<file path="src/rtl/sfcd_pkg.sv">
// Shared types and constants for the sync-framed command deframer.
`default_nettype none
package sfcd_pkg;

   localparam logic [7:0] SYNC_FIRST   = 8'hAA;
   localparam logic [7:0] SYNC_SECOND  = 8'h55;
   localparam logic [7:0] TYPE_GAMEPAD = 8'h01;
   localparam logic [7:0] TYPE_SERVO   = 8'h03;
   localparam logic [7:0] ANGLE_LIMIT  = 8'd180;

   localparam int unsigned COUNT_W    = 4;
   localparam int unsigned HELD_BYTES = 9;
   localparam int unsigned FIRST_HELD = 2;
   localparam int unsigned STORE_N    = HELD_BYTES - FIRST_HELD;

   localparam int unsigned QUEUE_DEPTH = 2;
   localparam int unsigned QPTR_W      = $clog2(QUEUE_DEPTH);
   localparam int unsigned QCNT_W      = $clog2(QUEUE_DEPTH + 1);

   typedef enum logic [1:0] {
      KIND_GAMEPAD  = 2'd0,
      KIND_SERVO    = 2'd1,
      KIND_CHECKSUM = 2'd2,
      KIND_UNKNOWN  = 2'd3
   } sfcd_kind_type;

   typedef struct packed {
      sfcd_kind_type result_kind;
      logic [7:0]    left_x;
      logic [7:0]    left_y;
      logic [7:0]    right_x;
      logic [7:0]    right_y;
      logic [15:0]   button_bits;
      logic [7:0]    servo_index;
      logic [7:0]    servo_angle;
   } sfcd_result_type;

   typedef struct packed {
      logic full;
      logic empty;
   } sfcd_q_status_type;

endpackage
`default_nettype wire

</file>
<file path="src/rtl/sfcd_front.sv">
// Front end: sync hunt, byte capture, running checksum and frame classification.
`default_nettype none
module sfcd_front (
   input  wire logic                          clock,
   input  wire logic                          reset,
   input  wire logic                          req_tvalid,
   output logic                               req_tready,
   input  wire logic [7:0]                    req_tdata,
   input  wire sfcd_pkg::sfcd_q_status_type   q_status,
   output logic                               push,
   output sfcd_pkg::sfcd_result_type          push_data
);

   logic [sfcd_pkg::COUNT_W-1:0] count_ff, count_in;
   logic [7:0]                   sum_ff, sum_in;
   logic [7:0]                   frame_ff [sfcd_pkg::STORE_N];
   logic                         accept;
   logic                         final_byte;

   assign final_byte = (count_ff >= sfcd_pkg::COUNT_W'(sfcd_pkg::HELD_BYTES));
   assign req_tready = !q_status.full || !final_byte;
   assign accept     = req_tvalid && req_tready;
   assign push       = accept && final_byte;

   always_comb begin
      count_in = count_ff;
      sum_in   = sum_ff;
      if (accept) begin
         if (count_ff == '0) begin
            if (req_tdata == sfcd_pkg::SYNC_FIRST) begin
               count_in = sfcd_pkg::COUNT_W'(1);
               sum_in   = req_tdata;
            end
         end else if (count_ff == sfcd_pkg::COUNT_W'(1) &&
                      req_tdata != sfcd_pkg::SYNC_SECOND) begin
            count_in = '0;
            sum_in   = '0;
         end else if (final_byte) begin
            count_in = '0;
            sum_in   = '0;
         end else begin
            count_in = count_ff + sfcd_pkg::COUNT_W'(1);
            sum_in   = sum_ff + req_tdata;
         end
      end
   end

   always_ff @(posedge clock) begin
      if (reset) begin
         count_ff <= '0;
         sum_ff   <= '0;
      end else begin
         count_ff <= count_in;
         sum_ff   <= sum_in;
      end
   end

   // bytes 2..8 of the frame; the sync bytes are never read back
   always_ff @(posedge clock) begin
      for (int i = 0; i < sfcd_pkg::STORE_N; i++) begin
         if (accept && count_ff == sfcd_pkg::COUNT_W'(i + sfcd_pkg::FIRST_HELD)) begin
            frame_ff[i] <= req_tdata;
         end
      end
   end

   always_comb begin
      push_data = '0;
      if (sum_ff != req_tdata) begin
         push_data.result_kind = sfcd_pkg::KIND_CHECKSUM;
      end else if (frame_ff[0] == sfcd_pkg::TYPE_GAMEPAD) begin
         push_data.result_kind = sfcd_pkg::KIND_GAMEPAD;
         push_data.left_x      = frame_ff[1];
         push_data.left_y      = frame_ff[2];
         push_data.right_x     = frame_ff[3];
         push_data.right_y     = frame_ff[4];
         push_data.button_bits = {frame_ff[6], frame_ff[5]};
      end else if (frame_ff[0] == sfcd_pkg::TYPE_SERVO) begin
         push_data.result_kind = sfcd_pkg::KIND_SERVO;
         push_data.servo_index = frame_ff[1];
         push_data.servo_angle = (frame_ff[2] > sfcd_pkg::ANGLE_LIMIT) ?
                                 sfcd_pkg::ANGLE_LIMIT : frame_ff[2];
      end else begin
         push_data.result_kind = sfcd_pkg::KIND_UNKNOWN;
      end
   end

endmodule
`default_nettype wire

</file>
<file path="src/rtl/sfcd_queue.sv">
// Short result queue between the front end and the output stage.
`default_nettype none
module sfcd_queue (
   input  wire logic                        clock,
   input  wire logic                        reset,
   input  wire logic                        push,
   input  wire sfcd_pkg::sfcd_result_type   push_data,
   input  wire logic                        pop,
   output sfcd_pkg::sfcd_result_type        head_data,
   output sfcd_pkg::sfcd_q_status_type      q_status
);

   sfcd_pkg::sfcd_result_type          mem_ff [sfcd_pkg::QUEUE_DEPTH];
   logic [sfcd_pkg::QPTR_W-1:0]        wr_ptr_ff, wr_ptr_in;
   logic [sfcd_pkg::QPTR_W-1:0]        rd_ptr_ff, rd_ptr_in;
   logic [sfcd_pkg::QCNT_W-1:0]        count_ff, count_in;
   logic                               do_push;
   logic                               do_pop;

   assign q_status.full  = (count_ff == sfcd_pkg::QCNT_W'(sfcd_pkg::QUEUE_DEPTH));
   assign q_status.empty = (count_ff == '0);
   assign do_push        = push && !q_status.full;
   assign do_pop         = pop && !q_status.empty;
   assign head_data      = mem_ff[rd_ptr_ff];

   always_comb begin
      wr_ptr_in = wr_ptr_ff;
      rd_ptr_in = rd_ptr_ff;
      count_in  = count_ff;
      if (do_push) begin
         wr_ptr_in = (wr_ptr_ff == sfcd_pkg::QPTR_W'(sfcd_pkg::QUEUE_DEPTH - 1)) ?
                     '0 : wr_ptr_ff + sfcd_pkg::QPTR_W'(1);
      end
      if (do_pop) begin
         rd_ptr_in = (rd_ptr_ff == sfcd_pkg::QPTR_W'(sfcd_pkg::QUEUE_DEPTH - 1)) ?
                     '0 : rd_ptr_ff + sfcd_pkg::QPTR_W'(1);
      end
      if (do_push && !do_pop) begin
         count_in = count_ff + sfcd_pkg::QCNT_W'(1);
      end else if (do_pop && !do_push) begin
         count_in = count_ff - sfcd_pkg::QCNT_W'(1);
      end
   end

   always_ff @(posedge clock) begin
      if (reset) begin
         wr_ptr_ff <= '0;
         rd_ptr_ff <= '0;
         count_ff  <= '0;
      end else begin
         wr_ptr_ff <= wr_ptr_in;
         rd_ptr_ff <= rd_ptr_in;
         count_ff  <= count_in;
      end
   end

   always_ff @(posedge clock) begin
      if (do_push) begin
         mem_ff[wr_ptr_ff] <= push_data;
      end
   end

endmodule
`default_nettype wire

</file>
<file path="src/rtl/sfcd_back.sv">
// Output stage: registered result transaction fed from the queue.
`default_nettype none
module sfcd_back (
   input  wire logic                        clock,
   input  wire logic                        reset,
   input  wire sfcd_pkg::sfcd_q_status_type q_status,
   input  wire sfcd_pkg::sfcd_result_type   head_data,
   output logic                             pop,
   output logic                             rsp_tvalid,
   input  wire logic                        rsp_tready,
   output sfcd_pkg::sfcd_result_type        rsp_data
);

   logic                      valid_ff, valid_in;
   sfcd_pkg::sfcd_result_type data_ff;

   assign pop        = !q_status.empty && (!valid_ff || rsp_tready);
   assign rsp_tvalid = valid_ff;
   assign rsp_data   = data_ff;

   always_comb begin
      valid_in = valid_ff;
      if (pop) begin
         valid_in = 1'b1;
      end else if (rsp_tready) begin
         valid_in = 1'b0;
      end
   end

   always_ff @(posedge clock) begin
      if (reset) begin
         valid_ff <= 1'b0;
      end else begin
         valid_ff <= valid_in;
      end
   end

   always_ff @(posedge clock) begin
      if (pop) begin
         data_ff <= head_data;
      end
   end

endmodule
`default_nettype wire

</file>
<file path="src/rtl/sync_framed_command_deframer_unit.sv">
// Top level: sync-framed command deframer with decoupled front end and output stage.
// Accepts one byte per cycle; only the checksum byte stalls, and only with the queue full.
// A result passes through the queue and the output register before it is offered on rsp.
// Non-final bytes yield no transaction; each complete frame yields exactly one.
// Synchronous reset clears the frame counter, checksum, queue and output valid;
// captured frame bytes are not reset.
`default_nettype none
module sync_framed_command_deframer_unit (
   input  wire logic        clock,
   input  wire logic        reset,
   input  wire logic        req_tvalid,
   output logic             req_tready,
   input  wire logic [7:0]  req_tdata,   // [7:0] data_byte
   output logic             rsp_tvalid,
   input  wire logic        rsp_tready,
   output logic [63:0]      rsp_tdata,   // [7:0] left_x, [15:8] left_y, [23:16] right_x,
                                         // [31:24] right_y, [47:32] button_bits,
                                         // [55:48] servo_index, [63:56] servo_angle
   output logic [1:0]       rsp_tuser    // [1:0] result_kind
);

   sfcd_pkg::sfcd_q_status_type q_status;
   sfcd_pkg::sfcd_result_type   push_data;
   sfcd_pkg::sfcd_result_type   head_data;
   sfcd_pkg::sfcd_result_type   rsp_data;
   logic                        push;
   logic                        pop;

   sfcd_front u_front (
      .clock      (clock),
      .reset      (reset),
      .req_tvalid (req_tvalid),
      .req_tready (req_tready),
      .req_tdata  (req_tdata),
      .q_status   (q_status),
      .push       (push),
      .push_data  (push_data)
   );

   sfcd_queue u_queue (
      .clock     (clock),
      .reset     (reset),
      .push      (push),
      .push_data (push_data),
      .pop       (pop),
      .head_data (head_data),
      .q_status  (q_status)
   );

   sfcd_back u_back (
      .clock      (clock),
      .reset      (reset),
      .q_status   (q_status),
      .head_data  (head_data),
      .pop        (pop),
      .rsp_tvalid (rsp_tvalid),
      .rsp_tready (rsp_tready),
      .rsp_data   (rsp_data)
   );

   assign rsp_tuser = rsp_data.result_kind;
   assign rsp_tdata = {rsp_data.servo_angle, rsp_data.servo_index, rsp_data.button_bits,
                       rsp_data.right_y, rsp_data.right_x, rsp_data.left_y,
                       rsp_data.left_x};

   a_no_overflow: assert property (@(posedge clock) disable iff (reset)
      push |-> !q_status.full)
      else $error("frame pushed into a full queue");

   a_push_lands: assert property (@(posedge clock) disable iff (reset)
      push |=> !q_status.empty)
      else $error("pushed frame missing from queue");

   a_pop_shows: assert property (@(posedge clock) disable iff (reset)
      pop |=> rsp_tvalid)
      else $error("popped frame not presented");

   a_zero_fields: assert property (@(posedge clock) disable iff (reset)
      rsp_tvalid && rsp_tuser != sfcd_pkg::KIND_GAMEPAD |-> rsp_tdata[47:0] == 48'd0)
      else $error("stick or button fields set on a non-gamepad result");

   a_angle_clamped: assert property (@(posedge clock) disable iff (reset)
      rsp_tvalid |-> rsp_tdata[63:56] <= sfcd_pkg::ANGLE_LIMIT)
      else $error("servo angle above limit");

endmodule
`default_nettype wire

</file>
<file path="config.mk">
export PLATFORM = sky130hd
export DESIGN_NAME = sync_framed_command_deframer_unit
export DESIGN_NICKNAME = d
export VERILOG_FILES = /design/src/rtl/sfcd_pkg.sv /design/src/rtl/sfcd_front.sv /design/src/rtl/sfcd_queue.sv /design/src/rtl/sfcd_back.sv /design/src/rtl/sync_framed_command_deframer_unit.sv
export SDC_FILE = /design/constraint.sdc
export NUM_CORES = 1
export LEC_CHECK = 0
export ABC_AREA = 1
export ABC_CLOCK_PERIOD_IN_PS = 6750
export BUFFER_PORTS_ARGS = -buffer_cell sky130_fd_sc_hd__buf_4
export CAP_MARGIN = 30
export CELL_PAD_IN_SITES_DETAIL_PLACEMENT = 1
export CELL_PAD_IN_SITES_GLOBAL_PLACEMENT = 1
export CORE_ASPECT_RATIO = 1.2
export CORE_UTILIZATION = 40
export DETAILED_ROUTE_END_ITERATION = 8
export HOLD_SLACK_MARGIN = 0.08
export PLACE_DENSITY_LB_ADDON = 0.1
export SLEW_MARGIN = 40
export SYNTH_ARGS = -nofsm -noshare
export SYNTH_HDL_FRONTEND = slang
export SYNTH_SLANG_ARGS = --single-unit
</file>
<file path="constraint.sdc">
create_clock -name clock -period 6.75 [get_ports clock]
set_input_delay 1.0125 -clock clock [delete_from_list [all_inputs] [get_ports clock]]
set_output_delay 1.0125 -clock clock [all_outputs]
set_load 0.03 [all_outputs]
</file>
==> Flow_metrics.wiki, run 1 <==
{| class="wikitable"
! Metric !! Value
|-
| Overflow left after global routing || 0
|-
| CP max stage delay || ~0.57 ns
|-
| Cell at the slowest stage of the critical path || inv_2
|-
| Peak supply drop || approximately 0.17 mV
|-
| Synthesized area per cell || 12.6 µm²
|-
| Crit. Startpoint || req_tdata[4]
|-
| Overall via count from detail_route || slightly above 6000
|-
| Synth area leaders || edfxtp_1 (74%), nand2_1 (10%), dfxtp_1 (3.3%), nor2_1 (3.0%), inv_1 (2.1%)
|-
| Routed wire length || 21800 µm
|-
| Worst R2R End || u_queue.mem_ff[1][27]
|-
| Relative slew slack || a little under half
|-
| Number of nets produced by synthesis || 851
|-
| Number of DRC markers after the initial detailed-route iteration || 244
|-
| Depth of the CTS H-tree || 1
|-
| Clock transition at path regs || 0.06 ns
|-
| Startpoint kind of the worst setup timing path || input port
|-
| Post-Syn Area || around 10000 µm²
|-
| Data required time at the worst endpoint || around 7 ns
|-
| Number of placed cells counting well taps || ~1200
|-
| Die Width || around 150 µm
|-
| Top cell family by delay on the critical path || simple AND/OR/NAND/NOR gates
|-
| Antenna violations before repair || 0
|-
| Worst setup path endpoint || u_queue.mem_ff[1][45]
|-
| Post-detailed-route count of antenna-violating nets || 0
|-
| Total Neg Setup Slack || 0 ns
|-
| TritonCTS buffer count || 27
|-
| Pre-Repair DR Iteration Count || 4
|-
| Post-detailed-route DRC marker count || 0
|-
| Share of the yosys chip area belonging to registers || slightly below 80%
|-
| Post-route fraction of the period consumed by the critical path || just over 40%
|-
| Deepest clock path buffer count || 3
|-
| Final hold slack || around 0.5 ns
|-
| Initial core utilization || between 40% and 50%
|-
| RSZ-0062 raised after global routing || no
|-
| Worst Reg-to-Reg Cells || 10
|-
| I/O pin count || 80
|-
| Classification of the worst setup path || input port to register
|-
| Ratio of cells with drive above 1 in the final layout || 14.9%
|-
| Final worst path period need || around 2.7 ns
|-
| Count of buffers from port buffering || between 70 and 80
|-
| Relative area change from synthesis to final layout || 17.2%
|-
| Final weighted congestion of routability-driven global placement || roughly 0.8
|-
| Seq cells post-synth || 271
|-
| Yosys top cell by area || edfxtp_1
|-
| Setup slack after layout || ~4 ns
|-
| Most frequent cell after synthesis || nand2_1
|-
| Number of warnings issued by yosys || 0
|-
| Core Region || about 25000 µm²
|-
| Setup slack at placement || about 3.4 ns
|-
| Clock latency on the worst-skew pair || between 0.5 and 0.6 ns
|-
| Final Skew || about 0.012 ns
|-
| Total Nets Final || between 900 and 1000
|-
| Clock tree sinks || approximately 270
|-
| Power Density || approximately 380 nW/µm²
|-
| Most instantiated flip-flop cell in the synthesis netlist || edfxtp_1
|-
| Min-delay worst type || register to register
|-
| Final setup violating endpoints || 0
|-
| Result of the run || completed
|-
| EDFF count, synth || 254
|-
| Detailed-route wire length per cell || about 17 µm
|-
| Data arrival at the endpoint of the critical path || around 3.1 ns
|-
| Max Slew Vio Count || 0
|-
| Overall Global Routing Usage || ~17%
|-
| Maximum operating frequency || approximately 360 MHz
|-
| Kind of capture point of the worst setup path || register
|-
| Number of global-route vias before repair || about 6300
|-
| Highest net fanout along the worst path || 38
|-
| Worst reg2reg startpoint || u_front.count_ff[1]
|-
| Cell Count, Final, Fillers Out || 1268
|-
| Count of unique library cells instantiated by Yosys || 28
|-
| Die area || roughly 27000 µm²
|-
| Fraction of synthesized cell area taken by the top area cell type || approximately three quarters
|-
| Register-to-register setup slack || ~4 ns
|-
| Final Hold Fails || 0
|-
| List of cells traversed by the critical path || buf_4 -> ha_1 -> or2_0 -> nor3_2 -> nand2_2 -> inv_2 -> nand2_1 -> nor2_1
|-
| CTS-repair resized insts || 0
|-
| Most frequent cells after synthesis || nand2_1 (288), edfxtp_1 (254), nor2_1 (83)
|-
| Cell at the root of the clock tree || clkbuf_16
|-
| MaxCap Viol Count || 0
|-
| Synthesized instance count || around 830
|-
| Via-per-instance ratio || roughly 4.8
|-
| Post-DP HPWL || around 14000 µm
|-
| Cell depth of the worst setup path || 8
|-
| Ant diodes || 0
|-
| Die outline height || roughly 180 µm
|-
| Leakage power figure || 4.58 nW
|-
| Pin count of the biggest net entering global routing || slightly below 70
|-
| Hold-fix buffers, CTS || 0
|-
| CTS tree || built
|-
| Number of buffer and inverter stages on the critical path || 2
|-
| Row cnt || between 60 and 70
|-
| Number of fillers in the final layout || 2652
|-
| Share of flip-flops with an asynchronous set or reset after synthesis || 0%
|-
| Total power draw || about 0.0046 W
|-
| Buffers inserted during post-CTS setup optimization || 0
|-
| Global-route wire length before repair || between 30000 and 40000 µm
|-
| Transition time at the pin with the least slew margin || roughly 0.8 ns
|}
## cell families (layout without fill, tap and decap cells)
kind of cell / after synthesis / count (layout) / share of synthesized area (%)
AO/OA/AOI/OAI: 34 / 34 / 1.68
buffers and inverters: 87 / 200 / 3.41
AND/OR/NAND/NOR: 414 / 414 / 15.8
XOR/XNOR: 5 / 5 / 0.423
flip-flops: 271 / 271 / 76.9
adder cells (fa/ha/maj): 14 / 14 / 1.76
## state kept, by name, indices dropped and copies added (netlist names)
signal and count:
u_front.frame_ff 56, u_front.sum_ff 8, u_queue.rd_ptr_ff 1, u_queue.mem_ff 132, u_queue.wr_ptr_ff 1, u_back.rsp_data 66
u_front.count_ff 4, u_queue.count_ff 2, u_back.rsp_tvalid 1
## power by group
part	leakage, nW	total (W)	internal (W)	switching, W
clock	0.375	0.00132	0.000726	0.000592
sequential	2.47	0.00217	0.00211	0.0000610
combinational	1.74	0.00110	0.000322	0.000776
## cells in the final DEF, fill, tap and decap left out, types with 2 or more instances in the layout
cell type and n:
xor2_1 4, clkinv_1 12, clkbuf_1 4, nor3_1 19
inv_1 55, nand2_1 288, clkinv_2 4, nand2_2 2
nand3b_1 4, edfxtp_1 254, nor2_1 81, a21oi_1 13
nor3_2 2, clkbuf_16 27, buf_6 2, dfxtp_1 16
nand3_1 11, buf_4 90, nor2_4 3, o21ai_0 18
ha_1 13, inv_2 4
## metrics by stage
| stage | instance area, µm² | util (%) |
|---|---|---|
| 6_report | 12100 | 47.7 |
| 5_1_grt | 12100 | 47.7 |
| 4_1_cts | 12100 | 47.7 |
| 3_5_place_dp | 11400 | 44.7 |
| 3_3_place_gp | 11400 | 44.6 |
| 2_1_floorplan | 10400 | - |
## area by class of cell
cell class	count	area [µm²]	area share (%)
Sequential cell	271	7970	65.6
Multi-Input combinational cell	467	2070	17.1
Timing Repair Buffer	92	698	5.75
Clock buffer	31	691	5.69
Tap cell	330	413	3.40
Inverter	60	225	1.85
Clock inverter	17	77.6	0.639
## layer usage
layer	vias up	wire (µm)	track usage [%]
met1	2974	9530	21.2
met5	-	0	0
li1	2956	-	-
met2	97	11200	30.0
met4	0	493	5.61
met3	32	623	2.25
## worst min-delay path by stage
stage / startpoint / endpoint / slack [ns] / cells past startpoint
finish: u_queue.mem_ff[0][46] / u_back.rsp_data[46] / 0.51 / 2
global route: u_queue.mem_ff[0][6] / u_back.rsp_data[6] / 0.53 / 2
CTS: u_queue.mem_ff[0][46] / u_back.rsp_data[46] / 0.52 / 2
detailed placement: u_queue.mem_ff[0][46] / u_back.rsp_data[46] / 0.50 / 2
global placement: u_queue.mem_ff[0][29] / u_back.rsp_data[29] / 0.49 / 2
floorplan: u_queue.count_ff[1] / u_queue.count_ff[1] / 0.46 / 2
## worst reg2reg max path, stage by stage (launching register included)
cell     delay (ns)
dfxtp_1        0.39
inv_1          0.12
ha_1           0.19
inv_1          0.09
nand3_1        0.11
nand3_2        0.11
nand2_2        0.15
nor2_1         0.26
inv_1          0.16
nor2_4         0.11
buf_6          0.50
(Power assumes the default switching activity.)
==> inputs of run 2 (changes only) <==
--- a/config.mk
+++ b/config.mk
@@ -6,7 +6,7 @@
 export NUM_CORES = 1
 export LEC_CHECK = 0
 export ABC_AREA = 1
-export ABC_CLOCK_PERIOD_IN_PS = 6750
+export ABC_CLOCK_PERIOD_IN_PS = 2600
 export BUFFER_PORTS_ARGS = -buffer_cell sky130_fd_sc_hd__buf_4
 export CAP_MARGIN = 30
 export CELL_PAD_IN_SITES_DETAIL_PLACEMENT = 1
==> constraint.sdc (replaced) <==
create_clock -name clock -period 2.6 [get_ports clock]
set_input_delay 0.39 -clock clock [delete_from_list [all_inputs] [get_ports clock]]
set_output_delay 0.39 -clock clock [all_outputs]
set_load 0.03 [all_outputs]
==> Flow_metrics.wiki, run 2 (synthesis results as in run 1) <==
{| class="wikitable"
! Metric !! Value
|-
| Maximum operating frequency || about 440 MHz
|-
| Core Region || 25500 µm² (unchanged)
|-
| Result of the run || completed
|-
| Number of fillers in the final layout || 2644 (-0.30%)
|-
| Most common library cell in the layout ignoring fill and taps || nand2_1
|-
| Total Nets Final || 952 (+0.74%)
|-
| Final weighted congestion of routability-driven global placement || 0.847 (+5.7%)
|-
| Routed wire length || 22200 µm (+1.7%)
|-
| Depth of the CTS H-tree || 1 (unchanged)
|-
| Clock latency on the worst-skew pair || 0.53 ns (about the same)
|-
| Register containing the most flip-flops in the final layout || u_queue.mem_ff
|-
| Data required time at the worst endpoint || 2.83 ns (-4.28 ns)
|-
| Die Width || 149 µm (unchanged)
|-
| Detailed-route wire length per cell || 17.4 µm (+1.2%)
|-
| Highest net fanout along the worst path || 25 (-34%)
|-
| Min-delay worst type || input port to register
|-
| Antenna violations before repair || 0 (unchanged)
|-
| Number of placed cells counting well taps || 1226 (+0.49%)
|-
| Power Density || 1000 nW/µm² (+160%)
|-
| Max Slew Vio Count || 0 (unchanged)
|-
| Overflow left after global routing || 0 (unchanged)
|-
| Post-detailed-route DRC marker count || 0 (unchanged)
|-
| Clock tree sinks || 271 (unchanged)
|-
| Die outline height || 178 µm (unchanged)
|-
| Via-per-instance ratio || 4.87 (+1.9%)
|-
| CTS-repair resized insts || 0 (unchanged)
|-
| Pre-Repair DR Iteration Count || 4 (unchanged)
|-
| Met1 Usage GRT || 19.8% (-1.4 points)
|-
| Hold-fix buffers, CTS || 1 (+1)
|-
| Row cnt || 64 (unchanged)
|-
| Deepest clock path buffer count || 3 (unchanged)
|-
| Post-DP HPWL || 14000 µm (+0.55%)
|-
| TritonCTS buffer count || 27 (unchanged)
|-
| Number of global-route vias before repair || 6513 (+4.0%)
|-
| Clock transition at path regs || 0.07 ns (about the same)
|-
| Transition time at the pin with the least slew margin || 0.555 ns (-0.247 ns)
|-
| RSZ-0062 raised after global routing || no
|-
| Die area || 26600 µm² (unchanged)
|-
| Met3 usage in global routing || 2.35% (+0.10 points)
|-
| Classification of the worst setup path || register to register
|-
| Peak supply drop || 0.599 mV (+240%)
|-
| Highest-count cells in the layout ignoring fill and taps || nand2_1 (288), edfxtp_1 (254), buf_4 (90)
|-
| Kind of capture point of the worst setup path || register
|-
| Final Skew || 0.0192 ns (+0.00677 ns)
|-
| Top Usage Layer GRT || met2
|-
| Ant diodes || 0 (unchanged)
|-
| Number of flip-flops in the largest register || 132 (unchanged)
|-
| Relative area change from synthesis to final layout || 20.1%
|-
| Count of buffers from port buffering || 79 (unchanged)
|-
| Leakage power figure || 4.69 nW (+2.6%)
|-
| Overall Global Routing Usage || 17.1% (+0.22 points)
|-
| Ratio of cells with drive above 1 in the final layout || 16.8% (+1.9 points)
|-
| Fraction of met2 tracks used by global routing || 32.0% (+2.0 points)
|-
| I/O pin count || 80 (unchanged)
|-
| MaxCap Viol Count || 0 (unchanged)
|-
| Final Hold Fails || 0 (unchanged)
|-
| Data arrival at the endpoint of the critical path || 2.48 ns (-0.62 ns)
|-
| Startpoint kind of the worst setup timing path || register
|-
| Final hold slack || 0.146 ns (-0.368 ns)
|-
| Global-route wire length before repair || 34700 µm (+1.6%)
|-
| Final setup violating endpoints || 0 (unchanged)
|-
| Number of DRC markers after the initial detailed-route iteration || 255 (+4.5%)
|-
| Initial core utilization || 40.7% (unchanged)
|-
| Overall via count from detail_route || 6210 (+2.5%)
|-
| Post-detailed-route count of antenna-violating nets || 0 (unchanged)
|-
| Relative slew slack || 62.9% (+17 points)
|-
| Final worst path period need || between 2 and 2.5 ns
|-
| Buffers inserted during post-CTS setup optimization || 0 (unchanged)
|-
| Cell at the root of the clock tree || clkbuf_16
|-
| Cell Count, Final, Fillers Out || 1275 (+0.55%)
|-
| Post-route fraction of the period consumed by the critical path || 86.5%
|-
| CTS tree || built
|-
| Pin count of the biggest net entering global routing || 70 (+2.9%)
|}
## run 2: cell count changes in the layout (fill, tap and decap cells not counted), sizes merged
| cell | delta |
|---|---|
| clkinv | -7 |
| buf | +6 |
| bufinv | +4 |
| inv | +2 |
| clkinvlp | +1 |
| dlygate4sd3 | +1 |
## run 2: per-layer routing
metal  up-vias  share of wire, %
met1      3098                41
met2       105                53
met3        40               3.7
met5         -                 0
met4         0               2.6
li1       2967                 -
## run 2: worst paths after layout
kind,from,end,slack [ns],depth (start not counted)
worst max-delay path,u_front.count_ff[0],u_queue.mem_ff[1][7],0.35,8
worst min-delay path,req_tdata[5],u_front.frame_ff[2][5],0.15,1
worst max register to register,u_front.count_ff[0],u_queue.mem_ff[1][7],0.35,8
worst min register to register,u_queue.mem_ff[0][56],u_back.rsp_data[56],0.51,2
## run 2: where the power goes
group,switching [W],internal [W]
clock,0.00160,0.00230
sequential,0.000159,0.00548
combinational,0.00203,0.000889
## run 2: stage by stage
stage / worst slack, ns / utilization, % / TNS, ns / area [µm²] / total power [W]
after floorplan: -0.00171 / - / -0.00171 / 10400 / 0.00754
after global placement: 0.308 / 45.4 / 0 / 11600 / 0.00864
after detailed placement: 0.200 / 45.4 / 0 / 11600 / 0.00873
after CTS: 0.308 / 48.9 / 0 / 12400 / 0.0127
after global routing: 0.210 / 48.9 / 0 / 12400 / 0.0130
final: 0.352 / 48.9 / 0 / 12400 / 0.0125
## run 2: cell type report
class                   count  area, µm²  share of cell area (%)
multi-input cells         467       2110                    16.9
flip-flops and latches    271       7970                    64.1
repair buffers             99        846                    6.80
well taps                 330        413                    3.32
inverters                  60        225                    1.81
clock inverters            17        190                    1.53
clock buffers              31        691                    5.55
## run 2: worst max-delay path, stage by stage (launching register included)
cell     delay (ns)
dfxtp_1        0.41
inv_1          0.13
ha_1           0.22
nand3_2        0.10
nand2_1        0.15
nor2_4         0.18
inv_2          0.08
nor2_4         0.40
buf_12         0.25
==> inputs of run 3 (changes only) <==
--- a/config.mk
+++ b/config.mk
@@ -12,7 +12,7 @@
 export CELL_PAD_IN_SITES_DETAIL_PLACEMENT = 1
 export CELL_PAD_IN_SITES_GLOBAL_PLACEMENT = 1
 export CORE_ASPECT_RATIO = 1.2
-export CORE_UTILIZATION = 40
+export CORE_UTILIZATION = 43
 export DETAILED_ROUTE_END_ITERATION = 8
 export HOLD_SLACK_MARGIN = 0.08
 export PLACE_DENSITY_LB_ADDON = 0.1
==> Flow_metrics.wiki, run 3 (synthesis results as in run 1) <==
{| class="wikitable"
! Metric !! Value
|-
| Met1 Usage GRT || 21.8% (+2.0 points)
|-
| Pin count of the biggest net entering global routing || 70 (unchanged)
|-
| Clock latency on the worst-skew pair || 0.55 ns (+0.02 ns)
|-
| Cell-internal power || 0.00857 W (-1.2%)
|-
| Post-route fraction of the period consumed by the critical path || 85.8% (-0.65 points)
|-
| Peak supply drop || 0.754 mV (+26%)
|-
| Depth of the CTS H-tree || 1 (unchanged)
|-
| Number of flip-flops in the largest register || 132 (unchanged)
|-
| Data arrival at the endpoint of the critical path || 2.42 ns (-0.06 ns)
|-
| Switching power share of the total || 30.9% (+0.52 points)
|-
| Cell Count, Final, Fillers Out || 1265 (-0.78%)
|-
| Overall Global Routing Usage || 18.8% (+1.7 points)
|-
| Final Skew || 0.0203 ns (+0.00110 ns)
|-
| Count of buffers from port buffering || 79 (unchanged)
|-
| Relative area change from synthesis to final layout || 19.7%
|-
| Cell depth of the worst hold path || 1 (unchanged)
|-
| Crit path top cell by count || nor2_4
|-
| Total power draw || 0.0124 W (-0.44%)
|-
| Via-per-instance ratio || 4.87 (about the same)
|-
| Dpl cell area || 11500 µm² (-0.34%)
|-
| Result of the run || completed
|-
| Relative slew slack || 49.4% (-14 points)
|-
| Met3 usage in global routing || 2.55% (+0.19 points)
|-
| Global-route wire length before repair || 34800 µm (+0.52%)
|-
| Final hold slack || 0.135 ns (-0.0107 ns)
|-
| Pre-Repair DR Iteration Count || 4 (unchanged)
|-
| Top Usage Layer GRT || met2
|-
| RSZ-0062 raised after global routing || no
|-
| Part of the power in registers || 45.5% (+0.2 points)
|-
| Clock tree sinks || 271 (unchanged)
|-
| Number of global-route vias before repair || 6630 (+1.8%)
|-
| Cell at the slowest stage of the critical path || dfxtp_1
|-
| Row cnt || 61 (-4.7%)
|-
| Fraction of met2 tracks used by global routing || 35.6% (+3.7 points)
|-
| Final weighted congestion of routability-driven global placement || 0.830 (-2.0%)
|-
| CTS tree || built
|-
| Post-route cell area || 12400 µm² (-0.35%)
|-
| Cell at the root of the clock tree || clkbuf_16
|-
| Clock power share || 30.9% (-0.4 points)
|-
| Final setup violating endpoints || 0 (unchanged)
|-
| Overflow left after global routing || 0 (unchanged)
|-
| Max Slew Vio Count || 0 (unchanged)
|-
| Leakage power figure || 4.70 nW (+0.14%)
|-
| Power Density || 1000 nW/µm² (about the same)
|-
| Reported net switching power || 0.00383 W (+1.3%)
|-
| Min-delay worst type || input port to register
|-
| Logic pwr share || 23.6% (+0.2 points)
|-
| Data required time at the worst endpoint || 2.79 ns (-0.04 ns)
|-
| Number of placed cells counting well taps || 1215 (-0.90%)
|-
| TritonCTS buffer count || 27 (unchanged)
|-
| Clock transition at path regs || 0.07 ns (about the same)
|-
| Detailed-route wire length per cell || 17.5 µm (+0.64%)
|-
| Deepest clock path buffer count || 3 (unchanged)
|-
| Final Hold Fails || 0 (unchanged)
|-
| CP max stage delay || 0.42 ns (about the same)
|-
| Overall via count from detail_route || 6163 (-0.76%)
|-
| CTS-repair resized insts || 0 (unchanged)
|-
| Post-detailed-route DRC marker count || 0 (unchanged)
|-
| MaxCap Viol Count || 0 (unchanged)
|-
| Buffers inserted during post-CTS setup optimization || 0 (unchanged)
|-
| Number of DRC markers after the initial detailed-route iteration || 328 (+29%)
|-
| Most common library cell in the layout ignoring fill and taps || nand2_1
|-
| Initial core utilization || 44.2% (+3.5 points)
|-
| Die area || 24700 µm² (-6.9%)
|-
| Worst Reg-to-Reg Cells || 8 (unchanged)
|-
| Final worst path period need || 2.23 ns (-0.0170 ns)
|-
| List of cells traversed by the critical path || inv_1 -> ha_1 -> nand3_2 -> nand2_1 -> nor2_4 -> inv_2 -> nor2_4 -> buf_12
|-
| I/O pin count || 80 (unchanged)
|-
| Ratio of cells with drive above 1 in the final layout || 17.6% (+0.75 points)
|-
| Kind of capture point of the worst setup path || register
|-
| Utilization after layout || 52.9% (+4.1 points)
|-
| Total Nets Final || 956 (+0.42%)
|-
| Classification of the worst setup path || register to register
|-
| Antenna violations before repair || 0 (unchanged)
|-
| Post-DP HPWL || 14300 µm (+2.4%)
|-
| Maximum operating frequency || 448 MHz (+0.76%)
|-
| Die Width || 144 µm (-3.5%)
|-
| Core Region || 23400 µm² (-8.0%)
|-
| Routed wire length || 22200 µm (-0.15%)
|-
| Die outline height || 172 µm (-3.5%)
|-
| Hold-fix buffers, CTS || 1 (unchanged)
|-
| Transition time at the pin with the least slew margin || 0.759 ns (+0.203 ns)
|-
| Startpoint kind of the worst setup timing path || register
|-
| Ant diodes || 0 (unchanged)
|-
| Post-detailed-route count of antenna-violating nets || 0 (unchanged)
|-
| Register containing the most flip-flops in the final layout || u_queue.mem_ff
|-
| Highest-count cells in the layout ignoring fill and taps || nand2_1 (288), edfxtp_1 (254), buf_4 (98)
|-
| Highest net fanout along the worst path || 66 (+160%)
|}
[run 3: cell types whose count changed in the layout (fill, tap and decap cells not counted), moves of 2 or more]
| cell | delta |
|---|---|
| buf_12 | -4 |
| buf_4 | +8 |
| clkinv_1 | -2 |
| clkinv_2 | +5 |
[run 3: critical path, delay by kind of cell, from the launching register on]
family | cells | cell delay [ns]
and+or+nand+nor | 4 | 0.59
DFF | 1 | 0.42
adders and majority gates | 1 | 0.23
buffers and inverters | 3 | 0.52
[run 3: final timing paths]
check / from / end / slack (ns)
worst max-delay path: u_front.count_ff[0] / u_queue.mem_ff[1][20] / 0.37
worst min-delay path: req_tdata[5] / u_front.frame_ff[1][5] / 0.13
worst max register to register: u_front.count_ff[0] / u_queue.mem_ff[1][20] / 0.37
worst min register to register: u_queue.mem_ff[0][43] / u_back.rsp_data[43] / 0.51
[run 3: area by class of cell]
| class | instances | area (µm²) |
|---|---|---|
| timing repair buffer | 103 | 826 |
| sequential | 271 | 7970 |
| clock inverter | 19 | 189 |
| fill | 2432 | 11000 |
| clock buffer | 30 | 687 |
| multi-input combinational | 467 | 2110 |
| inverter | 60 | 225 |
| tap | 315 | 394 |
[run 3: routing by layer]
metal	up-vias	part of all wire, %
li1	2981	-
met4	0	2.1
met3	29	3.7
met5	-	0
met1	3048	41
met2	105	54
[run 3: power groups by stage]
stage                     clock network (W)  logic, W  registers [W]
after floorplan                           0  0.000819        0.00672
after global placement                    0   0.00291        0.00571
after detailed placement                  0   0.00299        0.00574
after CTS                           0.00392   0.00300        0.00565
after global routing                0.00407   0.00316        0.00570
final                               0.00384   0.00292        0.00564
[run 3: per-stage QoR]
step	TNS, ns	worst slack [ns]
floorplan	-0.00171	-0.00171
global placement	0	0.387
detailed placement	0	0.271
CTS	0	0.353
global route	0	0.236
finish	0	0.369
